`src/rtl/ulebd_pkg.sv`:
```
// ----------------------------------------------------------------------------
// ulebd_pkg
// Shared types and constants for the ULEB128 delta address decoder: phase
// and status codes, configuration register indexes, decoder state and the
// result item format.
// ----------------------------------------------------------------------------
package ulebd_pkg;

	// Width of addresses, offsets and deltas.
	localparam int unsigned ADDR_W = 64;

	// Bytes of one delta that are accepted before the delta counts as malformed.
	localparam int unsigned BYTE_CNT_W = 4;
	localparam logic [BYTE_CNT_W-1:0] MAX_DELTA_BYTES = BYTE_CNT_W'(10);

	// Default depth of the result queue.
	localparam int unsigned OUTQ_DEPTH = 4;

	// Result kinds.
	localparam logic KIND_ADDRESS = 1'b0;
	localparam logic KIND_STATUS  = 1'b1;

	typedef enum logic [1:0] {
		PH_DECODE = 2'd0,
		PH_PAD    = 2'd1,
		PH_DRAIN  = 2'd2
	} phase_t;

	typedef enum logic [2:0] {
		ST_OK        = 3'd0,
		ST_MALFORMED = 3'd1,
		ST_PADDING   = 3'd2,
		ST_LIMIT     = 3'd3,
		ST_UNTERM    = 3'd4
	} status_t;

	typedef enum logic [1:0] {
		CFG_LOAD_ADDRESS = 2'd0,
		CFG_MAX_OFFSET   = 2'd1,
		CFG_CHECK_ENABLE = 2'd2
	} cfg_index_t;

	// Decoder state carried from one byte to the next. The base address is
	// kept as load address plus running offset so that an emitted address
	// needs only one add.
	typedef struct packed {
		phase_t                phase;
		logic [ADDR_W-1:0]     partial;
		logic [BYTE_CNT_W-1:0] byte_cnt;
		logic [ADDR_W-1:0]     offset;
		logic [ADDR_W-1:0]     base_addr;
		status_t               saved;
	} dec_state_t;

	typedef struct packed {
		logic              kind;
		logic [ADDR_W-1:0] address;
		status_t           status;
		logic              final_res;
	} result_t;

	// Results of one byte: up to two, the first always in slot one.
	typedef struct packed {
		logic [1:0] count;
		result_t    first;
		result_t    second;
	} step_res_t;

endpackage

```
`src/rtl/ulebd_step.sv`:
```
// ----------------------------------------------------------------------------
// ulebd_step
// Decodes one blob byte against the current decoder state: assembles the
// LEB128 delta, updates the running offset, checks limit and padding and
// forms up to two result items together with the next state.
// ----------------------------------------------------------------------------
module ulebd_step (
	input  ulebd_pkg::dec_state_t       cur,
	input  logic [7:0]                  data_byte,
	input  logic                        blob_end,
	input  logic [ulebd_pkg::ADDR_W-1:0] load_address,
	input  logic [ulebd_pkg::ADDR_W-1:0] max_offset,
	input  logic                        check_enable,
	output ulebd_pkg::dec_state_t       nxt,
	output ulebd_pkg::step_res_t        res
);
	import ulebd_pkg::*;

	logic [6:0]        shamt;
	logic [ADDR_W-1:0] group_bits;
	logic [ADDR_W-1:0] delta;
	logic [ADDR_W-1:0] new_offset;
	logic [ADDR_W-1:0] new_addr;

	// Value bits of this byte placed at the current bit position (7 per byte).
	assign shamt      = {cur.byte_cnt, 3'b000} - 7'(cur.byte_cnt);
	assign group_bits = ADDR_W'(data_byte[6:0]) << shamt;
	assign delta      = cur.partial | group_bits;
	assign new_offset = cur.offset + delta;
	assign new_addr   = cur.base_addr + delta;

	// Next state and results for this byte.
	always_comb begin
		logic    emit_addr;
		logic    emit_stat;
		status_t stat_code;
		result_t addr_res;
		result_t stat_res;

		emit_addr = 1'b0;
		emit_stat = 1'b0;
		stat_code = ST_OK;
		nxt       = cur;

		case (cur.phase)
			PH_PAD: begin
				if (check_enable && (data_byte != 8'd0)) begin
					emit_stat = 1'b1;
					stat_code = ST_PADDING;
				end else if (blob_end) begin
					emit_stat = 1'b1;
					stat_code = ST_OK;
				end
			end
			PH_DECODE: begin
				if (cur.byte_cnt >= MAX_DELTA_BYTES) begin
					emit_stat = 1'b1;
					stat_code = ST_MALFORMED;
				end else if (data_byte[7]) begin
					// Delta continues; an open delta at the blob's end is malformed.
					nxt.partial  = delta;
					nxt.byte_cnt = cur.byte_cnt + 1'b1;
					if (blob_end) begin
						emit_stat = 1'b1;
						stat_code = ST_MALFORMED;
					end
				end else begin
					nxt.partial  = '0;
					nxt.byte_cnt = '0;
					if (delta == '0) begin
						// Terminator: the rest of the blob is padding.
						nxt.phase = PH_PAD;
						if (blob_end) begin
							emit_stat = 1'b1;
							stat_code = ST_OK;
						end
					end else begin
						nxt.offset    = new_offset;
						nxt.base_addr = new_addr;
						if (check_enable && (new_offset > max_offset)) begin
							emit_stat = 1'b1;
							stat_code = ST_LIMIT;
						end else begin
							emit_addr = 1'b1;
							if (blob_end) begin
								emit_stat = 1'b1;
								stat_code = ST_UNTERM;
							end
						end
					end
				end
			end
			default: begin
				// Draining after an early error: the final byte repeats it.
				if (blob_end) begin
					emit_stat = 1'b1;
					stat_code = cur.saved;
				end
			end
		endcase

		// A status closes the blob on its final byte, else the block drains.
		if (emit_stat) begin
			if (blob_end) begin
				nxt.phase     = PH_DECODE;
				nxt.partial   = '0;
				nxt.byte_cnt  = '0;
				nxt.offset    = '0;
				nxt.base_addr = load_address;
				nxt.saved     = ST_OK;
			end else begin
				nxt.phase = PH_DRAIN;
				nxt.saved = stat_code;
			end
		end

		addr_res.kind      = KIND_ADDRESS;
		addr_res.address   = new_addr;
		addr_res.status    = ST_OK;
		addr_res.final_res = 1'b0;

		stat_res.kind      = KIND_STATUS;
		stat_res.address   = '0;
		stat_res.status    = stat_code;
		stat_res.final_res = blob_end;

		res.first  = emit_addr ? addr_res : stat_res;
		res.second = stat_res;
		res.count  = {1'b0, emit_addr} + {1'b0, emit_stat};
	end

endmodule

```
`src/rtl/ulebd_outq.sv`:
```
// ----------------------------------------------------------------------------
// ulebd_outq
// Small result queue that takes up to two result items a cycle and hands
// them out one at a time over a valid/ready channel.
// ----------------------------------------------------------------------------
module ulebd_outq #(
	parameter int unsigned Depth = ulebd_pkg::OUTQ_DEPTH
) (
	input  logic                clk,
	input  logic                arst_n,
	input  logic [1:0]          push_count,
	input  ulebd_pkg::result_t  push_first,
	input  ulebd_pkg::result_t  push_second,
	output logic                room_for_two,
	output logic                out_valid,
	input  logic                out_ready,
	output ulebd_pkg::result_t  head
);
	import ulebd_pkg::*;

	localparam int unsigned PTR_W = (Depth > 1) ? $clog2(Depth) : 1;
	localparam int unsigned CNT_W = $clog2(Depth + 1);

	result_t           mem [Depth];
	logic [PTR_W-1:0]  wr_ptr_q;
	logic [PTR_W-1:0]  rd_ptr_q;
	logic [CNT_W-1:0]  count_q;
	logic [PTR_W-1:0]  wr_next;
	logic              pop;

	function automatic logic [PTR_W-1:0] ptr_inc(input logic [PTR_W-1:0] p);
		ptr_inc = (p == PTR_W'(Depth - 1)) ? '0 : p + 1'b1;
	endfunction

	assign wr_next      = ptr_inc(wr_ptr_q);
	assign pop          = out_valid && out_ready;
	assign out_valid    = (count_q != '0);
	assign room_for_two = (count_q <= CNT_W'(Depth - 2));
	assign head         = mem[rd_ptr_q];

	// Storage: one or two entries written per cycle.
	always_ff @(posedge clk) begin
		if (push_count != 2'd0) begin
			mem[wr_ptr_q] <= push_first;
		end
		if (push_count == 2'd2) begin
			mem[wr_next] <= push_second;
		end
	end

	// Pointers and fill count.
	always_ff @(posedge clk or negedge arst_n) begin
		if (!arst_n) begin
			wr_ptr_q <= '0;
			rd_ptr_q <= '0;
			count_q  <= '0;
		end else begin
			if (push_count == 2'd2) begin
				wr_ptr_q <= ptr_inc(wr_next);
			end else if (push_count == 2'd1) begin
				wr_ptr_q <= wr_next;
			end
			if (pop) begin
				rd_ptr_q <= ptr_inc(rd_ptr_q);
			end
			count_q <= count_q + CNT_W'(push_count) - CNT_W'(pop);
		end
	end

endmodule

```
`src/rtl/uleb_delta_address_decoder.sv`:
```
// ----------------------------------------------------------------------------
// uleb_delta_address_decoder
// Decodes a blob of ULEB128 deltas into absolute addresses with a closing
// status for every blob.
// ----------------------------------------------------------------------------
// Each byte is taken into an input register and decoded from it once the
// queue has room; the results (none, one or two per byte) go into a small
// queue that feeds the output channel. With the output taken promptly the
// block accepts one byte every clock cycle, and a byte's first result passes
// through the input register and the queue before it reaches the output.
// A byte waits in the input register only while the queue cannot take two
// more results, so throughput is set by how fast the consumer drains the
// queue. Registers may be written only while no blob result is outstanding;
// a load address written mid-blob applies to the following addresses.
module uleb_delta_address_decoder #(
	parameter int unsigned OutqDepth = ulebd_pkg::OUTQ_DEPTH
) (
	input  logic                        clk,
	input  logic                        arst_n,
	input  logic                        in_valid,
	output logic                        in_ready,
	input  logic [7:0]                  data_byte,
	input  logic                        blob_end,
	output logic                        out_valid,
	input  logic                        out_ready,
	output logic                        result_kind,
	output logic [ulebd_pkg::ADDR_W-1:0] address,
	output logic [2:0]                  status,
	output logic                        final_res,
	input  logic                        cfg_we,
	input  logic [1:0]                  cfg_index,
	input  logic [ulebd_pkg::ADDR_W-1:0] cfg_wdata
);
	import ulebd_pkg::*;

	logic              valid_s1;
	logic [7:0]        byte_s1;
	logic              last_s1;
	logic [ADDR_W-1:0] load_address_q;
	logic [ADDR_W-1:0] max_offset_q;
	logic              check_enable_q;
	dec_state_t        state_q;
	dec_state_t        state_next;
	step_res_t         step_res;
	logic              room_for_two;
	logic              take_s1;
	logic [1:0]        push_count;
	result_t           head;

	// A byte is decoded once the queue can hold both of its possible results.
	assign take_s1    = valid_s1 && room_for_two;
	assign in_ready   = !valid_s1 || take_s1;
	assign push_count = take_s1 ? step_res.count : 2'd0;

	// Input register.
	always_ff @(posedge clk or negedge arst_n) begin
		if (!arst_n) begin
			valid_s1 <= 1'b0;
		end else if (in_ready) begin
			valid_s1 <= in_valid;
		end
	end

	always_ff @(posedge clk) begin
		if (in_valid && in_ready) begin
			byte_s1 <= data_byte;
			last_s1 <= blob_end;
		end
	end

	// Configuration registers.
	always_ff @(posedge clk or negedge arst_n) begin
		if (!arst_n) begin
			load_address_q <= '0;
			max_offset_q   <= '1;
			check_enable_q <= 1'b1;
		end else if (cfg_we) begin
			case (cfg_index)
				CFG_LOAD_ADDRESS: load_address_q <= cfg_wdata;
				CFG_MAX_OFFSET:   max_offset_q   <= cfg_wdata;
				CFG_CHECK_ENABLE: check_enable_q <= cfg_wdata[0];
				default: ;
			endcase
		end
	end

	// Decoder state; a new load address rebuilds the base address.
	always_ff @(posedge clk or negedge arst_n) begin
		if (!arst_n) begin
			state_q.phase     <= PH_DECODE;
			state_q.partial   <= '0;
			state_q.byte_cnt  <= '0;
			state_q.offset    <= '0;
			state_q.base_addr <= '0;
			state_q.saved     <= ST_OK;
		end else if (cfg_we && (cfg_index == CFG_LOAD_ADDRESS)) begin
			state_q.base_addr <= cfg_wdata + state_q.offset;
		end else if (take_s1) begin
			state_q <= state_next;
		end
	end

	ulebd_step u_step (
		.cur          (state_q),
		.data_byte    (byte_s1),
		.blob_end     (last_s1),
		.load_address (load_address_q),
		.max_offset   (max_offset_q),
		.check_enable (check_enable_q),
		.nxt          (state_next),
		.res          (step_res)
	);

	ulebd_outq #(
		.Depth (OutqDepth)
	) u_outq (
		.clk          (clk),
		.arst_n       (arst_n),
		.push_count   (push_count),
		.push_first   (step_res.first),
		.push_second  (step_res.second),
		.room_for_two (room_for_two),
		.out_valid    (out_valid),
		.out_ready    (out_ready),
		.head         (head)
	);

	assign result_kind = head.kind;
	assign address     = head.address;
	assign status      = head.status;
	assign final_res   = head.final_res;

endmodule

```
`config.mk`:
```
export PLATFORM = sky130hd
export DESIGN_NAME = uleb_delta_address_decoder
export DESIGN_NICKNAME = d
export VERILOG_FILES = /design/src/rtl/ulebd_pkg.sv /design/src/rtl/ulebd_step.sv /design/src/rtl/ulebd_outq.sv /design/src/rtl/uleb_delta_address_decoder.sv
export SDC_FILE = /design/constraint.sdc
export NUM_CORES = 2
export LEC_CHECK = 0
export BUFFER_PORTS_ARGS = -buffer_cell sky130_fd_sc_hd__buf_2
export CORE_ASPECT_RATIO = 1.25
export CORE_UTILIZATION = 55
export DETAILED_ROUTE_END_ITERATION = 8
export GPL_ROUTABILITY_DRIVEN = 0
export PLACE_DENSITY = 0.72
export SYNTH_ARGS = -nofsm -noshare
export SYNTH_HDL_FRONTEND = slang
export SYNTH_HIERARCHICAL = 1
export SYNTH_SLANG_ARGS = --single-unit
```
`constraint.sdc`:
```
create_clock -name clk -period 16 [get_ports clk]
set_input_delay 0.8 -clock clk [delete_from_list [all_inputs] [get_ports clk]]
set_output_delay 0.8 -clock clk [all_outputs]
set_load 0.01 [all_outputs]
```
==> impl_metrics.toml <==
[synth]
synthCells = 4579
synth_most_common_cell = "mux2_2"
synth_common_cells = "mux2_2, nand2_1, a21oi_1, nor2_1, edfxtp_1"
synth_seq_cells = 623
synth.avg_cell_area_um2 = 10.1
synth_top_area_share_pct = 18.6
synth_cell_type_count = 109
synth_area_leaders = "edfxtp_1, dfrtp_1, mux2_2, ha_1, nand2_1"
synth.largest_area_cell = "edfxtp_1"
synth_area_um2 = 46100
synth-edff-count = 285
ys_seq_area_share_pct = 37.1
async_flop_share_pct = 54.3
yosys_warnings = 6
ys.flop_type = "edfxtp_1"

[global_route]
grt_pass1_wl_mm = 202
grtUsageTotal_pct = 30.9
grt_pass1_vias = 34225
antenna_found_initial = 3
grt_max_degree = 113
overflow = 0

[detailed_routing]
ant_nets = 0
drc = 22
firstDrtPassIters = 8
wire_per_inst_um = 23.2
wirelength_mm = 133
routed_via_density = 6.33
drt_iter0_markers = 3718
via_count = 36184

[sta]
slew_viol_final = 0
setup_viol = 0
period_share_pct = 80.8
rsz0062_at_grt = "no"
post-route-min-period_ps = 12930
timing.fmax_mhz = 77.3
tns_ps = 0
slew_headroom_pct = 22.0
tightest_slew_ps = 1170
finalHoldViolations = 0
clock_skew_ps = 36.2

[place]
hpwlAfterDp_mm = 95.9
dp_cells = 5597
io_buffers = 150

[cts]
cts_buffer_depth = 3
htreeDepth = 3
cts_hold_buf = 0
postCtsSetupBuffers = 0
cts_buffers = 67
cts-root-buf = "clkbuf_16"
clock_sinks = 623
clk_pin_slew_ps = 60
clk_latency_ps = 650
cts_resized = 0
cts_tree = "done"

[worst_setup_path]
cp.arrival_ps = 13200
rr_worst_depth = 35
startpoint_type = "flop"
rrSetupSlack_ps = 3070
endpoint_kind = "flop"
crit_path_frequent_cell = "ha_1"
path_class = "flop to flop"
cpMaxStageDelayCell = "nor4_1"
worstPathRequired_ps = 16270
slowest_delay_ps = 870
critPathMaxFanout = 70

[layout]
fin_nets = 4941
syn_to_final_growth_pct = 6.74
layout-drive-gt1-share_pct = 21.3
stdcell_count = 5720

[floorplanning]
die_y_um = 326
dieArea_um2 = 84900
rows = 118
chipWidth_um = 261
core_um2 = 82800
top_level_ports = 151
start_util_pct = 55.6

[power]
leakagePower_nw = 22.8
combPwrFrac_pct = 59.6
powerDensity_nw_per_um2 = 219
max-vdd-ir-drop_uv = 179
power.share.switching_pct = 45.5
p_int_mw = 5.87
pwr-share-seq_pct = 25.5
clkPwrFrac_pct = 14.9
net-switching-power_mw = 4.91

[worst_hold_path]
min_path_type = "input port to async pin"

[outcome]
violations = "DRC"
status = "complete, but fails checks"

[flow_run]
maxCapViolCount = 0
registers in the layout, indices dropped and copies added (netlist names):
signal / cells
check_enable_q: 1
u_outq/wr_ptr_q: 2
byte_s1: 8
state_q: 201
max_offset_q: 64
u_outq/count_q: 3
u_outq/rd_ptr_q: 2
u_outq/mem: 276
load_address_q: 64
last_s1: 1
valid_s1: 1
cell usage in the layout (no fill, tap or decap), types with 15 or more instances in the layout:
master     count
clkbuf_16     68
conb_1        65
inv_1        155
dfstp_2       65
a21o_1       158
buf_4         44
or3_1         15
o211a_1       52
a21oi_1      325
o211ai_1      21
mux4_2        71
buf_2        149
o21ai_0      202
xnor2_1      116
a211oi_1      30
o31ai_1       19
nand2_1      487
and2_1        18
o21ai_1       74
dfrtp_1      271
nor4_1        26
mux2_2       495
a31oi_1       29
edfxtp_1     285
clkbuf_1      20
o21a_1        23
xor2_1        63
nor2_1       291
nand2b_1      25
nor2b_1       55
ha_1         271
nor3_1        36
mux2i_1      133
nand3_1       68
o21bai_1      52
nand4_1       69
and3_1        35
final cells by class:
type	instances	area, µm²
Sequential cell	623	17100
Inverter	157	589
Antenna cell	1	2.50
Fill cell	7006	33700
Tap cell	1080	1350
Clock inverter	30	392
Multi-Input combinational cell	3540	26700
Timing Repair Buffer	197	1150
Clock buffer	92	1830
per-stage QoR:
step	setup slack [ps]	utilization, %	hold WS [ps]	power, mW	area, µm²
6_report	3070	59.3	152	10.8	49200
4_1_cts	3330	59.3	158	10.7	49200
3_3_place_gp	3670	56.7	458	8.92	46900
5_1_grt	2490	59.3	188	11.4	49200
3_5_place_dp	3380	56.7	463	9.03	46900
2_1_floorplan	3070	-	446	7.33	46300
power groups by stage:
stage / clock [mW] / sequential (mW) / combinational, mW
global placement: 0 / 2.75 / 6.16
global route: 1.69 / 2.80 / 6.87
CTS: 1.63 / 2.75 / 6.30
floorplan: 0 / 2.67 / 4.67
finish: 1.60 / 2.75 / 6.42
detailed placement: 0 / 2.77 / 6.26
logic make-up after synthesis:
logic type | after synthesis | synth area share (%)
compound gates | 1115 | 15.7
buf+inv | 479 | 5.56
mux | 700 | 18.5
xor+xnor | 179 | 3.40
flops | 623 | 37.1
fa+ha+maj | 275 | 7.54
simple gates | 1206 | 12.2
other cells | 2 | 0.0163
per-layer routing:
metal	track usage, %	routed length (µm)	share of wire, %	up-vias
met5	0	53	0.040	-
met4	13.7	5960	4.5	8
met3	3.37	10100	7.6	291
met2	48.4	60900	46	1478
met1	43.1	55500	42	17648
li1	-	-	-	16759
critical path, delay by kind of cell (launching register included):
family / cells / cell delay, ps
xor gates and xnor gates: 1 / 130
adders and majority gates: 5 / 2230
DFF: 1 / 320
muxes: 1 / 430
buffers and inverters: 8 / 2100
and+or+nand+nor: 8 / 3030
AOI/OAI and AO/OA: 12 / 4180
worst paths after layout:
path                               startpoint                 end
max                              state_q[131]    u_outq/mem[2][8]
min                                    arst_n            valid_s1
max reg2reg                      state_q[131]    u_outq/mem[2][8]
min reg2reg                load_address_q[26]  load_address_q[26]
max in group asynchronous              arst_n         state_q[15]
min in group clk                     blob_end             last_s1
Note: power is estimated with default switching activity, not from simulation.
